`config.mk`:
```
export PLATFORM = sky130hd
export DESIGN_NAME = lmp_dly
export DESIGN_NICKNAME = d
export VERILOG_FILES = /design/src/hw/rtl/lmp_dly.sv
export SDC_FILE = /design/constraint.sdc
export NUM_CORES = 1
export LEC_CHECK = 0
export BUFFER_PORTS_ARGS = -buffer_cell sky130_fd_sc_hd__buf_2
export CORE_ASPECT_RATIO = 0.6
export CORE_UTILIZATION = 40
export CTS_CLUSTER_SIZE = 30
export DETAILED_ROUTE_END_ITERATION = 10
export PLACE_DENSITY = 0.81
export SLEW_MARGIN = 20
export SYNTH_ARGS = -nofsm -noshare
export SYNTH_HDL_FRONTEND = slang
export SYNTH_SLANG_ARGS = --single-unit
```
`constraint.sdc`:
```
create_clock -name i_clk -period 0.8 [get_ports i_clk]
set_input_delay 0.12 -clock i_clk [delete_from_list [all_inputs] [get_ports i_clk]]
set_output_delay 0.12 -clock i_clk [all_outputs]
set_load 0.01 [all_outputs]
```
`src/hw/rtl/lmp_dly.sv`:
```
// Enable-gated delay line that keeps operands aligned with the arithmetic pipeline.
`default_nettype none
module lmp_dly #(
    parameter int WIDTH = 64,
    parameter int DEPTH = 1
) (
    input  logic             i_clk,
    input  logic             i_en,
    input  logic [WIDTH-1:0] i_d,
    output logic [WIDTH-1:0] o_d
);
    if (DEPTH == 0) begin : g_none
        assign o_d = i_d;
    end else begin : g_line
        logic [WIDTH-1:0] r_tap [DEPTH];
        always_ff @(posedge i_clk) begin
            if (i_en) begin
                r_tap[0] <= i_d;
                for (int k = 1; k < DEPTH; k++) begin
                    r_tap[k] <= r_tap[k-1];
                end
            end
        end
        assign o_d = r_tap[DEPTH-1];
    end
endmodule
`default_nettype wire

```
== Word level (Yosys, flattened, before mapping) ==
Memories as Yosys holds them, arrays and structs flattened.
Cells that the tools add are included.
Operators by class
  div/mod/pow operators: 0
  reduce and logical (&&, ||, !) cells: 0
  $lt $le $gt $ge: 0
  shifts and indexed selects: 0
  add/sub/neg operators: 0
  multipliers: 0
  bitwise operators: 0
  eq/ne operators: 0
  multiplexer cells: 2
Operators by type and width (number)
  $mux W1: 2
Storage, ports and cells
  bits of input ports: 66
  logic and storage cells: 3
  memories kept: 1
  register bits after elaboration: 0
  memory bits (read-only): 0
  bits in writable memories: 64
  latch bits: 0
Memory list
  g_line.r_tap: words 1, width 64, rd ports 1, clocked after memory_dff 0, wr ports 1, line 15  | logic [WIDTH-1:0] r_tap [DEPTH];

== Depth between registers and ports, before layout ==
Gate-level depths: netlist of run 1.
  depth after elaboration: 2
  gate-level depth with buffers: 0
  depth with buffers taken out: 0

== Worst setup path before layout of run 1 ==
No wires, ideal clock.
  kind: register -> output
  from: memory g_line.r_tap[0][0]
  to: output port o_d[0]
  data arrival time: 394 ps
  cell stages (with the launch flop): 1
  path slack: 286 ps
  path buffers: 0
  cells stage by stage: edfxtp_1
Between the ends
  longest elaborated chain between the ends: 1
Ends and longest elaborated chain
  from (decl): line 15
  $mem_v2 Z1 W64
  to (decl): line 10  | output logic [WIDTH-1:0] o_d
Every way passes these cells.

== Final worst setup path of run 1 ==
  from: memory g_line.r_tap[0][26]
  to: output port o_d[26]
Same word-level chain as after synthesis.

==> metrics.csv, run 1 <==
stage;metric;value;unit
placement;dp.cells;261;
drt;wl_per_cell;15.2;um
clock_tree;htree_levels;3;
placement;place_ws;-0.0359;ns
cells_and_area;drive_gt1_share;53.8;%
setup_path;cp_data_required_time;0.68;ns
grt;grt_max_degree;24;
sta;worst_slack;-0.207;ns
setup_path;cp-end-kind;output port;
drt;via_count;1445;
setup_path;crit_family;flip-flops;
run_status;status;finished with violations;
power_and_ir_drop;p_leak;0.00153;uW
grt;grt_overflow;0;
cells_and_area;nMultiInputCombCells;0;
cells_and_area;fin_cells;340;
setup_path;crit_chain;buf_2;
min_path;hp-class;in2reg;
floorplan;dieArea;0.00509;mm2
yosys;synth_area_per_cell;30.0;um2
clock_tree;cts_tree;yes;
setup_path;slowest_delay;0.39;ns
drt;remaining_drc_errors;0;
cells_and_area;synthToLayoutAreaGrowth;83.9;%
grt;grt_pass1_wl;7.71;mm
sta;hold_viol_final;0;
clock_tree;cts_setup_buffers;0;
cells_and_area;antenna_cells;0;
cells_and_area;multiInputGateArea;0;um2
cells_and_area;largest_registers;g_line.r_tap x64;
drt;dr.first_iter.drc_count;62;
yosys;yosys_warnings;0;
clock_tree;postCtsResizedCells;0;
grt;grt_pass1_vias;1527;
floorplan;fp.dieW;91.5;um
sta;tightestPinTransition;0.200;ns
placement;io_buffers;129;
sta;rsz0062_at_grt;true;
placement;gp_congestion;0.688;
floorplan;ios;130;
sta;max_clock_freq;0.993;GHz
grt;grt_util_all_layers;21.7;%
clock_tree;cts.sinks;64;
clock_tree;root_buffer;clkbuf_8;
setup_path;cp_max_fo;1;
cells_and_area;mostFrequentLayoutCells;buf_2, edfxtp_1, dlygate4sd3_1;
setup_path;start_kind;flip-flop;
floorplan;start_util;41.9;%
placement;hpwl;3.06;mm
cells_and_area;final_common_cell;buf_2;
floorplan;die_height;55.7;um
clock_tree;cts.path.max_buffers;2;
yosys;syn_nets;130;
setup_path;cp_num_buf_inv;1;
power_and_ir_drop;ir_drop;0.00210;V
drt;routed_wl;5.16;mm
yosys;ys_types;1;
sta;report.final.setup_viol;64;
setup_path;critPathKind;reg2out;
cells_and_area;regArea;0.00192;mm2
sta;min_period;1.01;ns
power_and_ir_drop;powerDensity;2130;mW/mm2
drt;post_drt_via_cell_ratio;4.25;
setup_path;arrival;0.89;ns
floorplan;core-area;0.00459;mm2
yosys;yosysSeqAreaShare;100;%
drt;dr.pass1.iters;4;
setup_path;slowest_stage;edfxtp_1;
drt;antenna_left;0;
cells_and_area;largest_reg_flops;64;
yosys;synth_area;0.00192;mm2
yosys;synthCells;64;
cells_and_area;fin_nets;339;
cells_and_area;top_register;g_line.r_tap;
flow_run;maxCapViolCount;0;
clock_tree;cts_buffers;9;
cells_and_area;fillCellCount;256;
floorplan;rows;19;
clock_tree;clk_pin_slew;0.07;ns
yosys;ys_seq_elements;64;
sta;min_period_over_period;126;%
grt;grt_antenna_before_repair;0;
run_status;violations;negative setup slack;
sta;slew_headroom;86.7;%
sta;finalMaxSlewViolations;0;
synth_stat cells:
cell | instances | area (um2)
edfxtp_1 | 64 | 1920
report_power, final:
part           leakage (uW)  switching [uW]  total (uW)  internal [uW]
sequential         0.000626            71.6        4060           3980
combinational      0.000808             397         905            507
clock             0.0000948            1160        2570           1410
total               0.00153            1630        7530           5900
area by class of cell:
class / count / area share [%]
flip-flops and latches: 64 / 54.4
clock inverters: 6 / 1.73
clock buffers: 9 / 3.50
repair buffers: 198 / 38.2
well taps: 63 / 2.23
logic make-up after synthesis:
| group | after synthesis | synth area share (%) |
|---|---|---|
| DFF | 64 | 100 |
routing by layer:
metal	up-vias	part of all wire (%)	global-route usage, %
li1	679	-	-
met1	683	40	24.9
met2	77	51	36.9
met3	6	7.3	8.61
met4	0	1.2	8.39
met5	-	0	0
per-stage QoR:
| stage | hold WS [ns] | area [um2] | power, uW | setup TNS [ns] | util [%] |
|---|---|---|---|---|---|
| floorplan | 0.219 | 1920 | 4270 | 0 | - |
| detailed placement | 0.298 | 2710 | 4770 | -1.36 | 59.0 |
| finish | 0.310 | 3530 | 7530 | -10.24 | 77.0 |
| CTS | 0.275 | 3530 | 7600 | -11.93 | 77.0 |
| global route | 0.283 | 3530 | 7830 | -13.33 | 77.0 |
| global placement | 0.296 | 2710 | 4750 | -0.727 | 59.0 |
final timing paths:
check,depth (start not counted),slack (ns),startpoint,to
max,1,-0.21,g_line.r_tap[0][26],o_d[26]
min,2,0.31,i_en,g_line.r_tap[0][38]
timing repair:
action                     4_1_cts  5_1_grt
setup endpoints to repair       64       64
hold endpoints to repair        64        0
hold buffers                    64        0
pin swaps                        0        0
Note: power is estimated with default switching activity, not from simulation.
==> inputs of run 2 (changes only) <==
Clock period 0.8 ns to 1.05 ns, I/O delays scaled along.
==> metrics.csv, run 2 (synthesis results as in run 1) <==
stage;metric;value;unit
run_status;status;finished with violations;
run_status;violations;negative setup slack;
sta;finalMaxSlewViolations;0;
min_path;hold_depth;1;
setup_path;start_kind;flip-flop;
setup_path;cp-end-kind;output port;
cells_and_area;drive_gt1_share;53.6;%
sta;slew_headroom;85.5;%
cells_and_area;synthToLayoutAreaGrowth;84.4;%
cells_and_area;largest_registers;g_line.r_tap x64;
sta;tightestPinTransition;0.217;ns
floorplan;rows;19;
sta;hold_viol_final;0;
power_and_ir_drop;p_leak;0.00153;uW
sta;report.final.setup_viol;2;
drt;antenna_left;0;
floorplan;dieArea;0.00509;mm2
drt;remaining_drc_errors;0;
cells_and_area;antenna_cells;0;
clock_tree;root_buffer;clkbuf_8;
grt;grt_pass1_wl;7.48;mm
clock_tree;cts.path.max_buffers;2;
min_path;hp-class;in2reg;
setup_path;cp_data_required_time;0.89;ns
clock_tree;htree_levels;3;
drt;via_count;1457;
cells_and_area;final_util;77.2;%
sta;min_period_over_period;106;%
sta;worst_slack;-0.0677;ns
floorplan;ios;130;
floorplan;core-area;0.00459;mm2
setup_path;slowest_delay;0.44;ns
sta;max_clock_freq;0.895;GHz
floorplan;start_util;41.9;%
placement;dp.cells;258;
floorplan;die_height;55.7;um
grt;grt_max_degree;42;
cells_and_area;final_common_cell;buf_2;
grt;grt_antenna_before_repair;0;
clock_tree;clk_pin_slew;0.08;ns
grt;grt_overflow;0;
grt;grt_pass1_vias;1434;
cells_and_area;fin_nets;335;
clock_tree;cts_setup_buffers;0;
cells_and_area;nMultiInputCombCells;0;
min_path;worstHoldStart;i_d[17];
setup_path;arrival;0.96;ns
sta;min_period;1.12;ns
drt;wl_per_cell;16.2;um
min_path;hold-path-endpoint;g_line.r_tap[0][17];
flow_run;maxCapViolCount;0;
cells_and_area;fillCellCount;273;
clock_tree;cts.sinks;64;
setup_path;cp_num_buf_inv;1;
drt;routed_wl;5.46;mm
drt;dr.first_iter.drc_count;63;
power_and_ir_drop;ir_drop;0.00117;V
setup_path;critPathKind;reg2out;
setup_path;crit_family;flip-flops;
floorplan;fp.dieW;91.5;um
setup_path;cp_max_fo;1;
cells_and_area;top_register;g_line.r_tap;
power_and_ir_drop;powerDensity;1730;mW/mm2
placement;io_buffers;129;
placement;gp_congestion;0.713;
sta;rsz0062_at_grt;true;
clock_tree;cts_buffers;9;
setup_path;crit_chain;buf_2;
clock_tree;postCtsResizedCells;0;
cells_and_area;fin_cells;337;
grt;grt_util_all_layers;21.3;%
drt;post_drt_via_cell_ratio;4.32;
cells_and_area;mostFrequentLayoutCells;buf_2, edfxtp_1, dlygate4sd3_1;
setup_path;slowest_stage;edfxtp_1;
cells_and_area;largest_reg_flops;64;
clock_tree;cts_tree;yes;
drt;dr.pass1.iters;4;
cells_and_area;multiInputGateArea;0;um2
-- run 2: cell types whose count changed in the layout (fill, tap and decap cells not counted) --
cell,change
dlygate4sd3_1,-1
inv_6,+1
clkinvlp_4,-1
clkinv_4,+1
buf_4,-3
inv_8,+1
clkinv_2,-2
bufinv_16,+1
-- run 2: final cells by class --
| type | instances | area, um2 | share of cell area (%) |
|---|---|---|---|
| sequential | 64 | 1920 | 54.2 |
| clock inverter | 7 | 103 | 2.90 |
| clock buffer | 9 | 124 | 3.50 |
| tap | 63 | 78.8 | 2.22 |
| timing repair buffer | 194 | 1320 | 37.1 |
-- run 2: repair_timing --
item | CTS | global route
endpoints found under the hold margin | 62 | 1
endpoints found under the setup margin | 1 | 34
hold buffers | 62 | 1
gates cloned | 0 | 0
pin swaps | 0 | 0
-- run 2: how the worst max path moves through the flow --
stage	startpoint	end	slack (ns)	cells past startpoint
after floorplan	g_line.r_tap[0][0]	o_d[0]	0.50	0
after global placement	i_en	g_line.r_tap[0][50]	0.18	2
after detailed placement	i_en	g_line.r_tap[0][50]	0.18	2
after CTS	g_line.r_tap[0][4]	o_d[4]	-0.003	1
after global routing	g_line.r_tap[0][20]	o_d[20]	-0.09	1
final	g_line.r_tap[0][20]	o_d[20]	-0.07	1
-- run 2: layer usage --
layer / vias to the layer above / part of all wire (%) / GRT usage, %
met5: - / 0 / 0
met4: 0 / 0.93 / 5.44
met3: 7 / 9.0 / 10.8
met2: 82 / 52 / 37.1
met1: 697 / 38 / 23.3
li1: 671 / - / -
-- run 2: power by group --
group	switching [uW]	total (uW)	internal (uW)
clock network	979	2340	1360
logic	311	688	378
registers	55.4	3090	3030
total	1340	6120	4780
-- run 2: through the flow --
stage	setup TNS, ns	area, um2	total power, uW	setup slack [ns]	hold slack, ns
CTS	-0.00346	3530	6130	-0.00346	0.00335
global route	-0.765	3540	6320	-0.0942	0.0121
detailed placement	0	2690	3620	0.181	0.336
finish	-0.120	3540	6120	-0.0677	0.0349
global placement	0	2690	3600	0.180	0.334
floorplan	0	1920	3260	0.499	0.256
==> inputs of run 3 (changes only) <==
Settings changed: MAX_ROUTING_LAYER set to met4.
Clock period 1.05 ns to 1.07 ns, I/O delays scaled along.
==> metrics.csv, run 3 (synthesis results as in run 1) <==
stage;metric;value;unit
sta;min_period_over_period;96.2;%
power_and_ir_drop;p_comb_share;11.9;%
placement;dpl-instance-area;0.00269;mm2
setup_path;cp_max_fo;1;
setup_path;arrival;0.87;ns
sta;hold_viol_final;0;
sta;tightestPinTransition;0.213;ns
drt;post_drt_via_cell_ratio;4.22;
grt;grt_util_all_layers;19.0;%
cells_and_area;largest_registers;g_line.r_tap x64;
power_and_ir_drop;pwr-share-seq;56.8;%
floorplan;core-area;0.00459;mm2
floorplan;start_util;41.9;%
cells_and_area;design_area;0.00338;mm2
clock_tree;cts.sinks;64;
cells_and_area;final_common_cell;buf_2;
setup_path;crit_chain;buf_6;
power_and_ir_drop;p_int;4150;uW
grt;grt_pass1_wl;6.53;mm
grt;grt_antenna_before_repair;0;
cells_and_area;nMultiInputCombCells;0;
drt;dr.first_iter.drc_count;67;
clock_tree;cts_setup_buffers;0;
drt;routed_wl;4.68;mm
cells_and_area;synthToLayoutAreaGrowth;75.7;%
placement;dp.cells;258;
drt;via_count;1376;
cells_and_area;mostFrequentLayoutCells;buf_2, edfxtp_1, dlygate4sd3_1;
clock_tree;root_buffer;clkbuf_8;
setup_path;slowest_stage;edfxtp_1;
setup_path;cp_num_buf_inv;1;
grt;top_usage_layer;met2;
floorplan;dieArea;0.00509;mm2
cells_and_area;final_util;73.6;%
clock_tree;cts.path.max_buffers;2;
drt;wl_per_cell;14.3;um
cells_and_area;top_register;g_line.r_tap;
floorplan;die_height;55.7;um
cells_and_area;largest_reg_flops;64;
grt;grt_overflow;0;
grt;grtUsageMet2;30.2;%
setup_path;cp-end-kind;output port;
sta;report.final.setup_viol;0;
setup_path;crit_family;flip-flops;
cells_and_area;fin_nets;324;
clock_tree;cts_buffers;9;
setup_path;critPathKind;reg2out;
floorplan;ios;130;
power_and_ir_drop;p_sw_share;22.1;%
cells_and_area;antenna_cells;0;
grt;grt_pass1_vias;1300;
sta;max_clock_freq;0.971;GHz
placement;gp_congestion;0.720;
placement;hpwl;2.86;mm
sta;finalMaxSlewViolations;0;
cells_and_area;multiInputGateArea;0;um2
floorplan;fp.dieW;91.5;um
grt;met3_usage;7.38;%
setup_path;start_kind;flip-flop;
power_and_ir_drop;clkPwrFrac;31.4;%
drt;remaining_drc_errors;0;
sta;min_period;1.03;ns
grt;grt_max_degree;42;
power_and_ir_drop;ir_drop;0.00112;V
power_and_ir_drop;p_leak;0.00146;uW
grt;use_met1;22.3;%
cells_and_area;fin_cells;326;
drt;dr.pass1.iters;5;
clock_tree;clk_pin_slew;0.06;ns
sta;rsz0062_at_grt;true;
drt;antenna_left;0;
sta;slew_headroom;85.8;%
min_path;worstHoldStart;i_d[13];
power_and_ir_drop;switching_power;1180;uW
min_path;hold_depth;1;
min_path;hold-path-endpoint;g_line.r_tap[0][13];
power_and_ir_drop;powerDensity;1580;mW/mm2
flow_run;maxCapViolCount;0;
setup_path;cp_data_required_time;0.91;ns
clock_tree;cts_tree;yes;
placement;io_buffers;129;
floorplan;rows;19;
setup_path;slowest_delay;0.41;ns
clock_tree;htree_levels;3;
min_path;hp-class;in2reg;
run_status;status;finished, final reports clean;
cells_and_area;drive_gt1_share;55.5;%
[run 3: cell count changes in the layout (fill, tap and decap cells not counted), sizes merged]
cell	before	now
dlygate4sd3	63	52
clkbuf	9	10
bufinv	2	0
inv	2	0
clkinvlp	0	1
clkinv	3	5
[run 3: per-layer routing]
metal,up-vias,part of all wire (%),wire length [um]
met1,648,39,1850
met2,74,52,2430
li1,649,-,-
met5,-,0,0
met4,0,1.0,47
met3,5,7.5,349
[run 3: layout make-up]
type                  count  area (um2)
Sequential cell          64        1920
Timing Repair Buffer    183        1210
Fill cell               285        1210
Clock buffer             10         128
Tap cell                 63        78.8
Clock inverter            6        36.3
[run 3: power by group through the flow]
stage	Clock, uW	Sequential, uW	Combinational [uW]
finish	1670	3030	632
global route	1820	3040	673
CTS	1720	3030	582
detailed placement	0	3080	476
global placement	0	3070	469
floorplan	0	3200	0
[run 3: how the worst max path moves through the flow]
stage,slack (ns),cells after the start,to,startpoint
2_1_floorplan,0.52,0,o_d[0],g_line.r_tap[0][0]
3_3_place_gp,0.20,2,g_line.r_tap[0][50],i_en
3_5_place_dp,0.19,2,g_line.r_tap[0][50],i_en
4_1_cts,0.04,1,o_d[4],g_line.r_tap[0][4]
5_1_grt,-0.01,1,o_d[2],g_line.r_tap[0][2]
6_report,0.04,1,o_d[2],g_line.r_tap[0][2]
[run 3: repair_timing]
action	4_1_cts	5_1_grt
resized for setup	0	1
hold buffers	37	15
endpoints found under the setup margin	0	1
hold endpoints to repair	37	15
[run 3: stage by stage]
stage / TNS [ns] / setup slack, ns / hold WS [ns] / power (uW)
after floorplan: 0 / 0.516 / 0.259 / 3200
after global placement: 0 / 0.198 / 0.337 / 3540
final: 0 / 0.0404 / 0.0187 / 5330
after CTS: 0 / 0.0350 / 0.000137 / 5330
after detailed placement: 0 / 0.195 / 0.339 / 3550
after global routing: -0.00997 / -0.00997 / 0.00175 / 5540
